===== src/rtl/sm4_pkg.sv =====
// Package: SM4 constants, S-box, key-schedule helpers and sequencer state type.
package sm4_pkg;

  // Configuration register indexes
  localparam logic [2:0] REG_KEY_HI      = 3'd0;
  localparam logic [2:0] REG_KEY_LO      = 3'd1;
  localparam logic [2:0] REG_IV_HI       = 3'd2;
  localparam logic [2:0] REG_IV_LO       = 3'd3;
  localparam logic [2:0] REG_CHAIN_MODE  = 3'd4;
  localparam logic [2:0] REG_DECRYPT_DIR = 3'd5;

  localparam int CFG_IDX_W = 3;
  localparam int ROUNDS    = 32;
  localparam int RND_W     = 5;

  // System parameter FK
  localparam logic [31:0] FK0 = 32'ha3b1bac6;
  localparam logic [31:0] FK1 = 32'h56aa3350;
  localparam logic [31:0] FK2 = 32'h677d9197;
  localparam logic [31:0] FK3 = 32'hb27022dc;

  // Sequencer states
  typedef enum logic [2:0] {
    ST_KLOAD,
    ST_KEXP,
    ST_IDLE,
    ST_RND,
    ST_FIN
  } sm4_state_t;

  localparam logic [7:0] SBOX [256] = '{
    8'hd6,8'h90,8'he9,8'hfe,8'hcc,8'he1,8'h3d,8'hb7,8'h16,8'hb6,8'h14,8'hc2,8'h28,8'hfb,8'h2c,8'h05,
    8'h2b,8'h67,8'h9a,8'h76,8'h2a,8'hbe,8'h04,8'hc3,8'haa,8'h44,8'h13,8'h26,8'h49,8'h86,8'h06,8'h99,
    8'h9c,8'h42,8'h50,8'hf4,8'h91,8'hef,8'h98,8'h7a,8'h33,8'h54,8'h0b,8'h43,8'hed,8'hcf,8'hac,8'h62,
    8'he4,8'hb3,8'h1c,8'ha9,8'hc9,8'h08,8'he8,8'h95,8'h80,8'hdf,8'h94,8'hfa,8'h75,8'h8f,8'h3f,8'ha6,
    8'h47,8'h07,8'ha7,8'hfc,8'hf3,8'h73,8'h17,8'hba,8'h83,8'h59,8'h3c,8'h19,8'he6,8'h85,8'h4f,8'ha8,
    8'h68,8'h6b,8'h81,8'hb2,8'h71,8'h64,8'hda,8'h8b,8'hf8,8'heb,8'h0f,8'h4b,8'h70,8'h56,8'h9d,8'h35,
    8'h1e,8'h24,8'h0e,8'h5e,8'h63,8'h58,8'hd1,8'ha2,8'h25,8'h22,8'h7c,8'h3b,8'h01,8'h21,8'h78,8'h87,
    8'hd4,8'h00,8'h46,8'h57,8'h9f,8'hd3,8'h27,8'h52,8'h4c,8'h36,8'h02,8'he7,8'ha0,8'hc4,8'hc8,8'h9e,
    8'hea,8'hbf,8'h8a,8'hd2,8'h40,8'hc7,8'h38,8'hb5,8'ha3,8'hf7,8'hf2,8'hce,8'hf9,8'h61,8'h15,8'ha1,
    8'he0,8'hae,8'h5d,8'ha4,8'h9b,8'h34,8'h1a,8'h55,8'had,8'h93,8'h32,8'h30,8'hf5,8'h8c,8'hb1,8'he3,
    8'h1d,8'hf6,8'he2,8'h2e,8'h82,8'h66,8'hca,8'h60,8'hc0,8'h29,8'h23,8'hab,8'h0d,8'h53,8'h4e,8'h6f,
    8'hd5,8'hdb,8'h37,8'h45,8'hde,8'hfd,8'h8e,8'h2f,8'h03,8'hff,8'h6a,8'h72,8'h6d,8'h6c,8'h5b,8'h51,
    8'h8d,8'h1b,8'haf,8'h92,8'hbb,8'hdd,8'hbc,8'h7f,8'h11,8'hd9,8'h5c,8'h41,8'h1f,8'h10,8'h5a,8'hd8,
    8'h0a,8'hc1,8'h31,8'h88,8'ha5,8'hcd,8'h7b,8'hbd,8'h2d,8'h74,8'hd0,8'h12,8'hb8,8'he5,8'hb4,8'hb0,
    8'h89,8'h69,8'h97,8'h4a,8'h0c,8'h96,8'h77,8'h7e,8'h65,8'hb9,8'hf1,8'h09,8'hc5,8'h6e,8'hc6,8'h84,
    8'h18,8'hf0,8'h7d,8'hec,8'h3a,8'hdc,8'h4d,8'h20,8'h79,8'hee,8'h5f,8'h3e,8'hd7,8'hcb,8'h39,8'h48
  };

  // Byte-wise S-box substitution of one word
  function automatic logic [31:0] sub_word(logic [31:0] v);
    return {SBOX[v[31:24]], SBOX[v[23:16]], SBOX[v[15:8]], SBOX[v[7:0]]};
  endfunction

  // CK word i: byte j is (4i+j)*7 mod 256, first byte most significant
  function automatic logic [31:0] ck_word(logic [RND_W-1:0] i);
    logic [31:0] w;
    logic [7:0]  base;
    w    = '0;
    base = {1'b0, i, 2'b00};
    for (int j = 0; j < 4; j++) begin
      w[31-8*j -: 8] = (base + 8'(j)) * 8'd7;
    end
    return w;
  endfunction

endpackage


===== src/rtl/sm4_if.sv =====
// Interfaces: input block channel, result channel and configuration write channel.
interface sm4_in_if;
  logic        valid;
  logic        ready;
  logic [63:0] block_hi;
  logic [63:0] block_lo;
  logic        restart_chain;

  modport source (output valid, block_hi, block_lo, restart_chain, input ready);
  modport sink   (input valid, block_hi, block_lo, restart_chain, output ready);
endinterface

interface sm4_out_if;
  logic        valid;
  logic        ready;
  logic [63:0] result_hi;
  logic [63:0] result_lo;

  modport source (output valid, result_hi, result_lo, input ready);
  modport sink   (input valid, result_hi, result_lo, output ready);
endinterface

interface sm4_cfg_if;
  logic        valid;
  logic        ready;
  logic [2:0]  index;
  logic [63:0] data;

  modport source (output valid, index, data, input ready);
  modport sink   (input valid, index, data, output ready);
endinterface


===== src/rtl/sm4_round.sv =====
// Shared SM4 round unit: S-box layer plus cipher or key-schedule linear transform.
module sm4_round_unit (
  input  logic [31:0] w0,
  input  logic [31:0] w1,
  input  logic [31:0] w2,
  input  logic [31:0] w3,
  input  logic [31:0] rk,
  input  logic        key_sched,
  output logic [31:0] w_new
);

  logic [31:0] s;
  logic [31:0] l_enc;
  logic [31:0] l_key;

  // Nonlinear layer
  assign s = sm4_pkg::sub_word(w1 ^ w2 ^ w3 ^ rk);

  // L: rotations by 2, 10, 18, 24; L': rotations by 13, 23
  assign l_enc = s ^ {s[29:0], s[31:30]} ^ {s[21:0], s[31:22]}
                   ^ {s[13:0], s[31:14]} ^ {s[7:0], s[31:8]};
  assign l_key = s ^ {s[18:0], s[31:19]} ^ {s[8:0], s[31:9]};

  assign w_new = w0 ^ (key_sched ? l_key : l_enc);

endmodule


===== src/rtl/sm4_rkmem.sv =====
// Round key store: 32 x 32-bit memory, one write port, registered read.
module sm4_rkmem (
  input  logic                       clk,
  input  logic                       wr_en,
  input  logic [sm4_pkg::RND_W-1:0]  wr_addr,
  input  logic [31:0]                wr_data,
  input  logic [sm4_pkg::RND_W-1:0]  rd_addr,
  output logic [31:0]                rd_data_r
);

  logic [31:0] rk_mem_r [sm4_pkg::ROUNDS];

  // Write port
  always_ff @(posedge clk) begin
    if (wr_en) begin
      rk_mem_r[wr_addr] <= wr_data;
    end
  end

  // Registered read port
  always_ff @(posedge clk) begin
    rd_data_r <= rk_mem_r[rd_addr];
  end

endmodule


===== src/rtl/sm4_block_cipher_cbc_core.sv =====
// Top level: SM4 ECB/CBC block cipher core with iterative round unit and sequencer.
//
// Usage:
//   cfg_if   register writes (index, data); always ready. Index 0/1 key halves,
//            2/3 IV halves, 4 chain mode (0 ECB, 1 CBC), 5 direction (1 decrypt).
//            Other indexes are ignored. Write only while the core is idle.
//   in_if    one 128-bit block per transfer; restart_chain reloads the chaining
//            value from the IV before this block.
//   out_if   one 128-bit result per input block, held in an output register.
// Sequencing:
//   After reset and after every key write the round keys are expanded (a load
//   state, then 32 key-schedule rounds) with in_if.ready low.
//   A block runs its 32 rounds on the shared round unit, then the finish state
//   registers the result. in_if.ready is high only in the idle state, so a new
//   block is taken only after the previous one has left the finish state.
//   The round key memory read is prefetched one round ahead.
// Reset (rst_n, synchronous): control and configuration registers and chaining
//   value clear to zero, then the all-zero key is expanded.
// Stall: a result waits in the output register; the core finishes the next
//   block and then holds in the finish state until the register is free.
module sm4_block_cipher_cbc_core (
  input  logic       clk,
  input  logic       rst_n,
  sm4_in_if.sink     in_if,
  sm4_out_if.source  out_if,
  sm4_cfg_if.sink    cfg_if
);

  localparam logic [sm4_pkg::RND_W-1:0] LAST_RND = sm4_pkg::RND_W'(sm4_pkg::ROUNDS - 1);

  sm4_pkg::sm4_state_t state_r, state_nxt;
  logic [sm4_pkg::RND_W-1:0] cnt_r, cnt_nxt;

  logic [63:0] key_hi_r, key_lo_r, iv_hi_r, iv_lo_r;
  logic        chain_mode_r, decrypt_dir_r;
  logic [127:0] chain_r, chain_nxt;
  logic [127:0] blk_r;
  logic [31:0]  x_r [4];
  logic [31:0]  x_nxt [4];
  logic         out_valid_r, out_valid_nxt;
  logic [127:0] out_data_r, out_data_nxt;

  logic        cfg_fire, key_wr, in_fire, slot_free;
  logic        is_idle, is_kexp, is_rnd, is_fin, is_kload;
  logic        fin_fire;
  logic [31:0] round_key, rk_rd, f_out;
  logic [sm4_pkg::RND_W-1:0] rd_idx, rd_addr;
  logic [127:0] in_block, chain_eff, result;

  // Handshakes
  assign cfg_if.ready = 1'b1;
  assign cfg_fire     = cfg_if.valid & cfg_if.ready;
  assign key_wr       = cfg_fire & ((cfg_if.index == sm4_pkg::REG_KEY_HI) ||
                                    (cfg_if.index == sm4_pkg::REG_KEY_LO));
  assign in_fire      = in_if.valid & in_if.ready;
  assign slot_free    = ~out_valid_r | out_if.ready;

  // Next-state logic
  always_comb begin
    state_nxt = state_r;
    unique case (state_r)
      sm4_pkg::ST_KLOAD: state_nxt = sm4_pkg::ST_KEXP;
      sm4_pkg::ST_KEXP:  if (cnt_r == LAST_RND) state_nxt = sm4_pkg::ST_IDLE;
      sm4_pkg::ST_IDLE:  if (in_fire) state_nxt = sm4_pkg::ST_RND;
      sm4_pkg::ST_RND:   if (cnt_r == LAST_RND) state_nxt = sm4_pkg::ST_FIN;
      sm4_pkg::ST_FIN:   if (slot_free) state_nxt = sm4_pkg::ST_IDLE;
      default:           state_nxt = sm4_pkg::ST_KLOAD;
    endcase
    // A new key always restarts the key schedule
    if (key_wr) begin
      state_nxt = sm4_pkg::ST_KLOAD;
    end
  end

  // State decode outputs
  always_comb begin
    is_kload = 1'b0;
    is_kexp  = 1'b0;
    is_idle  = 1'b0;
    is_rnd   = 1'b0;
    is_fin   = 1'b0;
    unique case (state_r)
      sm4_pkg::ST_KLOAD: is_kload = 1'b1;
      sm4_pkg::ST_KEXP:  is_kexp  = 1'b1;
      sm4_pkg::ST_IDLE:  is_idle  = 1'b1;
      sm4_pkg::ST_RND:   is_rnd   = 1'b1;
      sm4_pkg::ST_FIN:   is_fin   = 1'b1;
      default:           is_kload = 1'b0;
    endcase
  end

  assign in_if.ready = is_idle;
  assign fin_fire    = is_fin & slot_free;

  // Round counter
  always_comb begin
    cnt_nxt = cnt_r;
    if (is_kload || is_idle) begin
      cnt_nxt = '0;
    end else if (is_kexp || is_rnd) begin
      cnt_nxt = cnt_r + 1'b1;
    end
  end

  // Round key memory: written during the key schedule, read one round ahead
  assign rd_idx  = is_rnd ? cnt_r + 1'b1 : '0;
  assign rd_addr = decrypt_dir_r ? ~rd_idx : rd_idx;

  sm4_rkmem u_rkmem (
    .clk       (clk),
    .wr_en     (is_kexp),
    .wr_addr   (cnt_r),
    .wr_data   (f_out),
    .rd_addr   (rd_addr),
    .rd_data_r (rk_rd)
  );

  // Shared round unit
  assign round_key = is_kexp ? sm4_pkg::ck_word(cnt_r) : rk_rd;

  sm4_round_unit u_round (
    .w0        (x_r[0]),
    .w1        (x_r[1]),
    .w2        (x_r[2]),
    .w3        (x_r[3]),
    .rk        (round_key),
    .key_sched (is_kexp),
    .w_new     (f_out)
  );

  // Chaining and block load
  assign chain_eff = in_if.restart_chain ? {iv_hi_r, iv_lo_r} : chain_r;
  assign in_block  = {in_if.block_hi, in_if.block_lo} ^
                     ((chain_mode_r & ~decrypt_dir_r) ? chain_eff : 128'd0);
  assign result    = {x_r[3], x_r[2], x_r[1], x_r[0]} ^
                     ((chain_mode_r & decrypt_dir_r) ? chain_r : 128'd0);

  // Working words
  always_comb begin
    x_nxt = x_r;
    if (is_kload) begin
      x_nxt[0] = key_hi_r[63:32] ^ sm4_pkg::FK0;
      x_nxt[1] = key_hi_r[31:0]  ^ sm4_pkg::FK1;
      x_nxt[2] = key_lo_r[63:32] ^ sm4_pkg::FK2;
      x_nxt[3] = key_lo_r[31:0]  ^ sm4_pkg::FK3;
    end else if (is_idle && in_fire) begin
      x_nxt[0] = in_block[127:96];
      x_nxt[1] = in_block[95:64];
      x_nxt[2] = in_block[63:32];
      x_nxt[3] = in_block[31:0];
    end else if (is_kexp || is_rnd) begin
      x_nxt[0] = x_r[1];
      x_nxt[1] = x_r[2];
      x_nxt[2] = x_r[3];
      x_nxt[3] = f_out;
    end
  end

  // Chaining value update
  always_comb begin
    chain_nxt = chain_r;
    if (in_fire && in_if.restart_chain) begin
      chain_nxt = {iv_hi_r, iv_lo_r};
    end else if (fin_fire && chain_mode_r) begin
      chain_nxt = decrypt_dir_r ? blk_r : result;
    end
  end

  // Output register
  always_comb begin
    out_valid_nxt = out_valid_r & ~out_if.ready;
    out_data_nxt  = out_data_r;
    if (fin_fire) begin
      out_valid_nxt = 1'b1;
      out_data_nxt  = result;
    end
  end

  assign out_if.valid     = out_valid_r;
  assign out_if.result_hi = out_data_r[127:64];
  assign out_if.result_lo = out_data_r[63:0];

  // Control and configuration registers
  always_ff @(posedge clk) begin
    if (!rst_n) begin
      state_r       <= sm4_pkg::ST_KLOAD;
      cnt_r         <= '0;
      out_valid_r   <= 1'b0;
      chain_r       <= '0;
      key_hi_r      <= '0;
      key_lo_r      <= '0;
      iv_hi_r       <= '0;
      iv_lo_r       <= '0;
      chain_mode_r  <= 1'b0;
      decrypt_dir_r <= 1'b0;
    end else begin
      state_r     <= state_nxt;
      cnt_r       <= cnt_nxt;
      out_valid_r <= out_valid_nxt;
      chain_r     <= chain_nxt;
      if (cfg_fire) begin
        unique case (cfg_if.index)
          sm4_pkg::REG_KEY_HI:      key_hi_r      <= cfg_if.data;
          sm4_pkg::REG_KEY_LO:      key_lo_r      <= cfg_if.data;
          sm4_pkg::REG_IV_HI:       iv_hi_r       <= cfg_if.data;
          sm4_pkg::REG_IV_LO:       iv_lo_r       <= cfg_if.data;
          sm4_pkg::REG_CHAIN_MODE:  chain_mode_r  <= cfg_if.data[0];
          sm4_pkg::REG_DECRYPT_DIR: decrypt_dir_r <= cfg_if.data[0];
          default:                  ;
        endcase
      end
    end
  end

  // Datapath registers
  always_ff @(posedge clk) begin
    x_r        <= x_nxt;
    out_data_r <= out_data_nxt;
    if (in_fire) begin
      blk_r <= {in_if.block_hi, in_if.block_lo};
    end
  end

  // An accepted block starts the rounds at round zero
  a_start_rounds: assert property (@(posedge clk) disable iff (!rst_n)
    (in_fire && !key_wr) |=> (state_r == sm4_pkg::ST_RND && cnt_r == '0))
    else $error("block transfer did not start the round sequence");

  // A key write blocks input until the schedule is rebuilt
  a_key_blocks_input: assert property (@(posedge clk) disable iff (!rst_n)
    key_wr |=> !in_if.ready)
    else $error("input ready right after a key write");

  // A new result appears only from the finish state
  a_result_from_fin: assert property (@(posedge clk) disable iff (!rst_n)
    $rose(out_valid_r) |-> $past(state_r == sm4_pkg::ST_FIN))
    else $error("result valid raised outside the finish state");

  // The last round leads to the finish state unless a key write intervenes
  a_rounds_end: assert property (@(posedge clk) disable iff (!rst_n)
    (state_r == sm4_pkg::ST_RND && cnt_r == LAST_RND && !key_wr)
      |=> state_r == sm4_pkg::ST_FIN)
    else $error("round sequence did not reach the finish state");

endmodule

===== src/flat_wrapper.sv =====
// flat-port wrapper written by rule: the top's interface ports become plain ports
module sm4_block_cipher_cbc_core_flat 
  (clk, rst_n, in_if_valid, in_if_block_hi, in_if_block_lo, in_if_restart_chain, in_if_ready, out_if_valid, out_if_result_hi, out_if_result_lo, out_if_ready, cfg_if_valid, cfg_if_index, cfg_if_data, cfg_if_ready);
  sm4_in_if in_if_i ();
  sm4_out_if out_if_i ();
  sm4_cfg_if cfg_if_i ();
  input  logic clk;
  input  logic rst_n;
  input wire logic [$bits(in_if_i.valid)-1:0] in_if_valid;
  input wire logic [$bits(in_if_i.block_hi)-1:0] in_if_block_hi;
  input wire logic [$bits(in_if_i.block_lo)-1:0] in_if_block_lo;
  input wire logic [$bits(in_if_i.restart_chain)-1:0] in_if_restart_chain;
  output wire logic [$bits(in_if_i.ready)-1:0] in_if_ready;
  output wire logic [$bits(out_if_i.valid)-1:0] out_if_valid;
  output wire logic [$bits(out_if_i.result_hi)-1:0] out_if_result_hi;
  output wire logic [$bits(out_if_i.result_lo)-1:0] out_if_result_lo;
  input wire logic [$bits(out_if_i.ready)-1:0] out_if_ready;
  input wire logic [$bits(cfg_if_i.valid)-1:0] cfg_if_valid;
  input wire logic [$bits(cfg_if_i.index)-1:0] cfg_if_index;
  input wire logic [$bits(cfg_if_i.data)-1:0] cfg_if_data;
  output wire logic [$bits(cfg_if_i.ready)-1:0] cfg_if_ready;
  assign in_if_i.valid = in_if_valid;
  assign in_if_i.block_hi = in_if_block_hi;
  assign in_if_i.block_lo = in_if_block_lo;
  assign in_if_i.restart_chain = in_if_restart_chain;
  assign in_if_ready = in_if_i.ready;
  assign out_if_valid = out_if_i.valid;
  assign out_if_result_hi = out_if_i.result_hi;
  assign out_if_result_lo = out_if_i.result_lo;
  assign out_if_i.ready = out_if_ready;
  assign cfg_if_i.valid = cfg_if_valid;
  assign cfg_if_i.index = cfg_if_index;
  assign cfg_if_i.data = cfg_if_data;
  assign cfg_if_ready = cfg_if_i.ready;
  sm4_block_cipher_cbc_core u_core (.clk(clk), .rst_n(rst_n), .in_if(in_if_i), .out_if(out_if_i), .cfg_if(cfg_if_i));
endmodule

===== config.mk =====
export PLATFORM = sky130hd
export DESIGN_NAME = sm4_block_cipher_cbc_core_flat
export DESIGN_NICKNAME = d
export VERILOG_FILES = /design/src/rtl/sm4_pkg.sv /design/src/rtl/sm4_if.sv /design/src/rtl/sm4_round.sv /design/src/rtl/sm4_rkmem.sv /design/src/rtl/sm4_block_cipher_cbc_core.sv /design/src/flat_wrapper.sv
export SDC_FILE = /design/constraint.sdc
export NUM_CORES = 2
export LEC_CHECK = 0
export BUFFER_PORTS_ARGS = -buffer_cell sky130_fd_sc_hd__buf_2
export CORE_ASPECT_RATIO = 0.7
export CORE_UTILIZATION = 40
export CTS_CLUSTER_DIAMETER = 200
export DETAILED_ROUTE_END_ITERATION = 10
export PLACE_DENSITY_LB_ADDON = 0.25
export SYNTH_ARGS = -nofsm -noshare
export SYNTH_HDL_FRONTEND = slang
export SYNTH_SLANG_ARGS = --single-unit

===== constraint.sdc =====
create_clock -name clk -period 13.95 [get_ports clk]
set_input_delay 2.79 -clock clk [delete_from_list [all_inputs] [get_ports clk]]
set_output_delay 2.79 -clock clk [all_outputs]
set_load 0.005 [all_outputs]

# Yosys cells after proc, flatten, opt, wreduce, memory -nomap -nowiden
# Memory sizes are Yosys's and may differ from the RTL's. A register that Yosys moved wholly into a read port is not among the register bits.
# Cells that the tools add are included.
[word_totals]
reg_bits = 779
ramBits = 1024
mem_bits_ro = 8192
mem_count = 5
[mem_list]
columns = ["memory", "depth", "width", "rd", "rd_clocked_by_memory_dff", "write_ports", "line_no", "text"]
rows = [
  ["(name not given)", 256, 8, 1, 0, 0, "sm4_pkg.sv:52", "return {SBOX[v[31:24]], SBOX[v[23:16]], SBOX[v[15:8]], SBOX[v[7:0]]};"],
  ["(name not given)", 256, 8, 1, 0, 0, "sm4_pkg.sv:52", ""],
  ["(name not given)", 256, 8, 1, 0, 0, "sm4_pkg.sv:52", ""],
  ["(name not given)", 256, 8, 1, 0, 0, "sm4_pkg.sv:52", ""],
  ["u_core.u_rkmem.rk_mem_r", 32, 32, 1, 1, 1, "sm4_rkmem.sv:11", "logic [31:0] rk_mem_r [sm4_pkg::ROUNDS];"],
]
[op_classes]
add_sub_neg = 4
mul = 4
n_lt_le_gt_ge = 4
n_eq_ne = 14
mux = 34
n_bitwise = 32
n_reduce_logical = 19
[ops]
columns = ["operator", "n"]
rows = [
  ["128-bit two-way mux", 9],
  ["32-bit bitwise XOR", 10],
  ["128-bit bitwise XOR", 2],
  ["32-bit two-way mux", 2],
  ["8-bit two-way mux", 8],
  ["9-bit greater-or-equal comparator (second input constant)", 4],
  ["8-bit inverter with 9-bit output", 4],
  ["14-bit inverter", 2],
  ["8-bit by 3-bit multiplier with 8-bit output (second input constant)", 3],
  ["19-bit inverter", 1],
  ["17-bit inverter", 1],
  ["7-bit by 2-bit adder with 8-bit output (second input constant)", 2],
  ["3-bit one-hot mux with 5 select lines", 1],
  ["3-bit by 2-bit == test with 1-bit output (second input constant)", 4],
  ["3-bit two-way mux", 4],
  ["2-bit AND reduction", 6],
  ["5-bit two-way mux", 2],
  ["3-bit == test (second input constant)", 3],
  ["7-bit by 1-bit adder with 8-bit output (second input constant)", 1],
  ["1-bit two-way mux", 8],
  ["2-bit by 1-bit != test with 1-bit output (second input constant)", 4],
  ["1-bit bitwise AND", 6],
  ["3-bit by 1-bit == test with 1-bit output (second input constant)", 2],
  ["3-bit logical NOT", 2],
  ["12 further kinds", 20],
]

# Logic depth before layout (Yosys ltp)
[depth]
ltp_word = 17
depth_mapped = 22

# Cells and area by module
# A second synthesis with hierarchy kept.
[hier_totals]
hier_cells = 8254
hier_area_um2 = 92600.1
[modules_own_cells]
columns = ["mod", "n_inst", "cells_each", "area_per_inst_um2"]
rows = [
  ["sm4_rkmem", 1, 2260, 40485.1],
  ["sm4_block_cipher_cbc_core", 1, 3430, 35624.2],
  ["sm4_round_unit", 1, 2564, 16490.8],
]

# Worst setup path before layout
# Ideal clock, no wire load.
[synth_path]
path_kind = "input-to-reg"
start = "input out_if_ready"
end = "register u_core.chain_r[5]"
setup_time_ns = 0.065
arrival_time_ns = 10.176
required_time_ns = 13.885
setup_slack_ns = 3.709
path_stages = 10
path_cell_list = "nor2b_1 > nor2b_1 > and2_1 > clkbuf_1 > clkbuf_1 > clkbuf_1 > nor2_1 > a211oi_1 > a21oi_1 > nor2b_1"
[synth_via]
elab_chain_cells = 4
[synth_rtl]
columns = ["element", "line_no", "text"]
rows = [
  ["from (decl)", "flat_wrapper.sv:17", "input wire logic [$bits(out_if_i.ready)-1:0] out_if_ready;"],
  ["1-bit bitwise OR", "sm4_block_cipher_cbc_core.sv:56", "assign slot_free = ~out_valid_r | out_if.ready;"],
  ["1-bit bitwise AND", "sm4_block_cipher_cbc_core.sv:93", "assign fin_fire = is_fin & slot_free;"],
  ["named net u_core.fin_fire", "sm4_block_cipher_cbc_core.sv:45", "logic fin_fire;"],
  ["1-bit logical AND", "sm4_block_cipher_cbc_core.sv:164", "end else if (fin_fire && chain_mode_r) begin"],
  ["2-bit nonzero test (no line)", "--", ""],
  ["to (signal assigned)", "sm4_block_cipher_cbc_core.sv:200", "chain_r <= chain_nxt;"],
  ["to (decl)", "sm4_block_cipher_cbc_core.sv:36", "logic [127:0] chain_r, chain_nxt;"],
]
# The timed path passes the listed nets, and every way through them passes these cells.
# A chain may end at the register's enable or synchronous reset.

# Worst setup path after layout
[layout_path]
start = "register u_core.state_r[2]"
end = "memory u_core.u_rkmem.rk_mem_r[14][6], data pin"
[layout_via]
elab_chain_cells = 14
elab_cells_between_ends = 28
classes_between = "eq/ne: 1; mux: 11; bitwise: 12; memory: 4"
[layout_rtl]
columns = ["element", "line_no", "text"]
rows = [
  ["from (decl)", "sm4_block_cipher_cbc_core.sv:31", "sm4_pkg::sm4_state_t state_r, state_nxt;"],
  ["from (signal assigned)", "sm4_block_cipher_cbc_core.sv:186", "state_r <= sm4_pkg::ST_KLOAD;"],
  ["from (signal assigned)", "sm4_block_cipher_cbc_core.sv:197", "state_r <= state_nxt;"],
  ["3-bit by 1-bit == test with 1-bit output (*)", "sm4_block_cipher_cbc_core.sv:82", "unique case (state_r)"],
  ["1-bit two-way mux (*)", "sm4_block_cipher_cbc_core.sv:82", ""],
  ["32-bit two-way mux", "sm4_block_cipher_cbc_core.sv:119", "assign round_key = is_kexp ? sm4_pkg::ck_word(cnt_r) : rk_rd;"],
  ["32-bit bitwise XOR", "sm4_round.sv:17", "assign s = sm4_pkg::sub_word(w1 ^ w2 ^ w3 ^ rk);"],
  ["8-bit inverter with 9-bit output (implied by the code)", "sm4_pkg.sv:52", ""],
  ["memory read 256 x 8 bit", "--", ""],
  ["8-bit two-way mux (implied by the code) (2 in a row)", "sm4_pkg.sv:52", ""],
  ["32-bit bitwise XOR (2 in a row)", "sm4_round.sv:20", "assign l_enc = s ^ {s[29:0], s[31:30]} ^ {s[21:0], s[31:22]}"],
  ["32-bit bitwise XOR (2 in a row)", "sm4_round.sv:21", "^ {s[13:0], s[31:14]} ^ {s[7:0], s[31:8]};"],
  ["32-bit two-way mux (*)", "sm4_round.sv:24", "assign w_new = w0 ^ (key_sched ? l_key : l_enc);"],
  ["32-bit bitwise XOR (*)", "sm4_round.sv:24", ""],
  ["named net u_core.f_out[6]", "sm4_block_cipher_cbc_core.sv:46", "logic [31:0] round_key, rk_rd, f_out;"],
  ["to (decl)", "sm4_rkmem.sv:11", ""],
]
# The timed path passes the listed nets; every way through them passes the cells marked *. The select of a mux whose other input is x is not followed.

==> metrics.md <==
| Metric | Value |
|---|---|
| Period utilization | 62.4% |
| First-pass GRT wire length | 540 mm |
| Port Buffers | 330 |
| Site row count | 148 |
| Skew-Pair Late Insertion Delay | 0.88 ns |
| Outcome | complete, but fails checks |
| CORE AREA | 232000 um2 |
| Worst setup EP type | register |
| Setup bufs post-CTS | 0 |
| Most frequent cells in the layout | edfxtp_1, nand2_1, nor2_1, dfxtp_1, a21oi_1 |
| Worst Tran Pin Value | 1.47 ns |
| Layout cells sized above 1 | 15.2% |
| Reg2Reg Setup Slack | 5.24 ns |
| Post-synth EDFFs | 1408 |
| Hold endpoint | u_core.key_lo_r[40]$_SDFFE_PN0P_ |
| Area growth syn-to-layout | 12.2% |
| DR WL/cell | 33.9 um |
| Max-Cap Viols | 1 |
| Global placement routability congestion | 0.963 |
| Largest net degree at the start of global routing | 231 |
| Clock Pin Slew Worst Setup and Hold Paths | 0.07 ns |
| Syn Area/Cell | 11.4 um2 |
| Clock H-tree levels | 4 |
| Worst hold path depth | 2 |
| Startpoint Class | register |
| CTS-repair resized insts | 0 |
| Final WS setup | 5.24 ns |
| Flops & latches, synth | 1835 |
| Hold Crit Class | reg2reg |
| Post-Syn Area | 93500 um2 |
| Final Max Slew Viols | 0 |
| Max clock buf depth | 4 |
| Adder-cell share of the synthesized area | 0.860% |
| Commonest non-fill, non-tap cell in the layout | edfxtp_1 |
| Initial DRC count | 11.6k |
| Relative slew slack | 1.15% |
| Syn nets | 8484 |
| Synth Flop Type | edfxtp_1 |
| DP Worst Slack | 5.59 ns |
| Total global routing overflow | 0 |
| Synth cell types | 112 |
| Fmax | 115 MHz |
| Drt pass-1 iters | 6 |
| Remaining antenna violation count after routing | 0 |
| CP Data Arrival Time | 9.21 ns |
| Placed insts | 11.2k |
| Violated checks | max-capacitance violations |
| Fin Setup TNS | 0 ns |
| CTS root buf | clkbuf_16 |
| Final hold slack | 0.465 ns |
| CTS tree | built |
| FFs w/ async S/R, synth | 0% |
| Worst R2R Path Depth | 16 |
| Max Fanout on Critical Path | 61 |
| Post-Synth Simple-Gate Area | 11.9% |
| R2R Path Start | u_core.state_r[2]$_SDFFE_PP0P_ |
| Hold path start | u_core.key_lo_r[40]$_SDFFE_PN0P_ |
| Total Routed Length | 391 mm |
| # hold bufs at CTS | 0 |
| Setup CP Type | reg2reg |
| Setup Viol. Count Final | 0 |
| Minimum clock period after layout | 8.71 ns |
| Vias in the first global route | 68.2k |
| Total track usage | 32.0% |
| Initial core utilization | 40.2% |
| Chip height | 406 um |
| Cells after Synth | 8223 |
| Die W | 580 um |
| Multiplexer share of the synthesized area | 10.5% |
| Synth Area in Compound Gates | 14.3% |
| Residual DRC count | 0 |
| Drt via density | 6.45 |
| Xor/xnor cell area share of the yosys netlist | 4.80% |
| Capturing point of the worst reg2reg path | u_core.u_rkmem.rk_mem_r[14][6]$_DFFE_PP_ |
| RSZ-0062 raised after global routing | false |
| Initial antenna violation count | 64 |
| Seq/Total Area, Yosys | 54.4% |
| Final net count | 8539 |
| Largest family of logic cells by synthesized area | compound AO/OA/AOI/OAI gates |
| Die area | 236000 um2 |
| Clk sinks | 1835 |
| Final Hold Vio Count | 0 |
| CTS Buf Count | 185 |
| Vias | 74.3k |
| Number of synthesis warnings | 0 |
| Max Clock Skew | 0.0790 ns |
| Hpwl dp | 255 mm |
| Fin cells | 11.5k |
| Top Ports | 332 |
| Critical Path RT | 14.45 ns |
==> cell type report <==
class,count,area (um2)
Tap cell,3075,3850
Timing Repair Buffer,552,3460
Clock inverter,77,758
Sequential cell,1835,50800
Fill cell,21200,128000
Multi-Input combinational cell,5654,40600
Inverter,50,198
Clock buffer,256,5090
Antenna cell,35,87.6
==> synth_stat cells (16+ instances only) <==
| library cell | number | area share, % |
|---|---|---|
| a221oi_1 | 47 | 0.44 |
| nand3_1 | 282 | 1.5 |
| xnor3_1 | 18 | 0.43 |
| o211ai_1 | 110 | 0.88 |
| o22ai_1 | 36 | 0.24 |
| edfxtp_1 | 1408 | 45 |
| a21o_1 | 16 | 0.13 |
| buf_1 | 102 | 0.41 |
| mux4_2 | 282 | 6.8 |
| a2111oi_0 | 24 | 0.22 |
| a211o_1 | 21 | 0.20 |
| a311o_1 | 23 | 0.25 |
| a32oi_1 | 18 | 0.17 |
| and2_1 | 32 | 0.21 |
| a21boi_0 | 264 | 2.1 |
| a311oi_1 | 44 | 0.41 |
| buf_2 | 133 | 0.71 |
| nand2b_1 | 23 | 0.15 |
| nor2_1 | 541 | 2.2 |
| o221ai_1 | 38 | 0.36 |
| ha_1 | 53 | 0.71 |
| o311ai_0 | 35 | 0.33 |
| mux2i_1 | 334 | 3.6 |
| o31ai_1 | 34 | 0.27 |
| nor2b_1 | 140 | 0.94 |
| a221o_1 | 31 | 0.33 |
| nor3_1 | 92 | 0.49 |
| xnor2_1 | 328 | 3.1 |
| a211oi_1 | 192 | 1.5 |
| dfxtp_1 | 427 | 9.1 |
| a22oi_1 | 18 | 0.14 |
| nand2_1 | 1240 | 5.0 |
| o2111ai_1 | 23 | 0.22 |
| xor2_1 | 107 | 1.0 |
| a21oi_1 | 424 | 2.3 |
| and3_1 | 27 | 0.18 |
| o21ai_0 | 358 | 1.9 |
| clkbuf_1 | 433 | 1.7 |
| inv_1 | 43 | 0.17 |
| or3_1 | 71 | 0.48 |
| nand4_1 | 27 | 0.18 |
| a31oi_1 | 57 | 0.38 |
==> worst max-delay path by stage <==
stage                                                 to                      startpoint  cells after the start  slack [ns]
2_1_floorplan             u_core.chain_r[5]$_SDFFE_PN0P_                    out_if_ready                     10        3.71
3_3_place_gp    u_core.u_rkmem.rk_mem_r[15][6]$_DFFE_PP_  u_core.state_r[2]$_SDFFE_PP0P_                     16        5.62
3_5_place_dp   u_core.u_rkmem.rk_mem_r[25][17]$_DFFE_PP_  u_core.state_r[2]$_SDFFE_PP0P_                     15        5.59
4_1_cts        u_core.u_rkmem.rk_mem_r[10][17]$_DFFE_PP_  u_core.state_r[2]$_SDFFE_PP0P_                     15        5.48
5_1_grt          u_core.u_rkmem.rk_mem_r[2][6]$_DFFE_PP_  u_core.state_r[2]$_SDFFE_PP0P_                     16        4.89
6_report        u_core.u_rkmem.rk_mem_r[14][6]$_DFFE_PP_  u_core.state_r[2]$_SDFFE_PP0P_                     16        5.24
==> through the flow <==
step	utilization [%]	instance area (um2)
2_1_floorplan	-	93500
3_3_place_gp	42.5	98900
3_5_place_dp	42.5	98900
4_1_cts	45.1	105000
5_1_grt	45.1	105000
6_report	45.1	105000
==> worst max-delay path, cell delays in order, from the launching register on <==
cell       delay (ns)
dfxtp_1          0.91
or3b_4           0.75
mux2i_1          0.70
xor2_4           0.13
buf_4            0.32
inv_2            0.36
buf_4            0.65
ha_1             0.35
a221oi_1         0.18
a31oi_1          0.19
a2111oi_0        0.15
nor3_1           0.94
nand2_1          0.43
xor2_1           0.51
xnor2_1          0.21
mux2i_1          0.46
xor2_2           0.98
==> layer usage <==
layer  track usage, %  share of wire [%]  vias to the layer above
li1                 -                  -                    30900
met1             47.6                 43                    38000
met2             43.8                 41                     4770
met3             10.4                 13                      635
met4             9.09                3.0                       42
met5            0.694               0.12                        -
==> cell families after synthesis <==
logic type / count (synthesis)
other: 1
buffers and inverters: 734
AOI/OAI and AO/OA: 1963
and+or+nand+nor: 2536
muxes: 627
DFF: 1835
adders and majority gates: 60
xor gates and xnor gates: 467
==> registers in the layout (all words and copies together), names as in the netlist, 128 cells and up <==
| signal | flops |
|---|---|
| u_core.u_rkmem.rk_mem_r | 1024 |
| u_core.chain_r | 128 |
| u_core.blk_r | 128 |
| u_core.x_r | 128 |
| u_core.out_data_r | 128 |
Power is left out: the tool's default activity adds up to more than one toggle a clock period on the data nets, which glitch-free logic cannot reach.
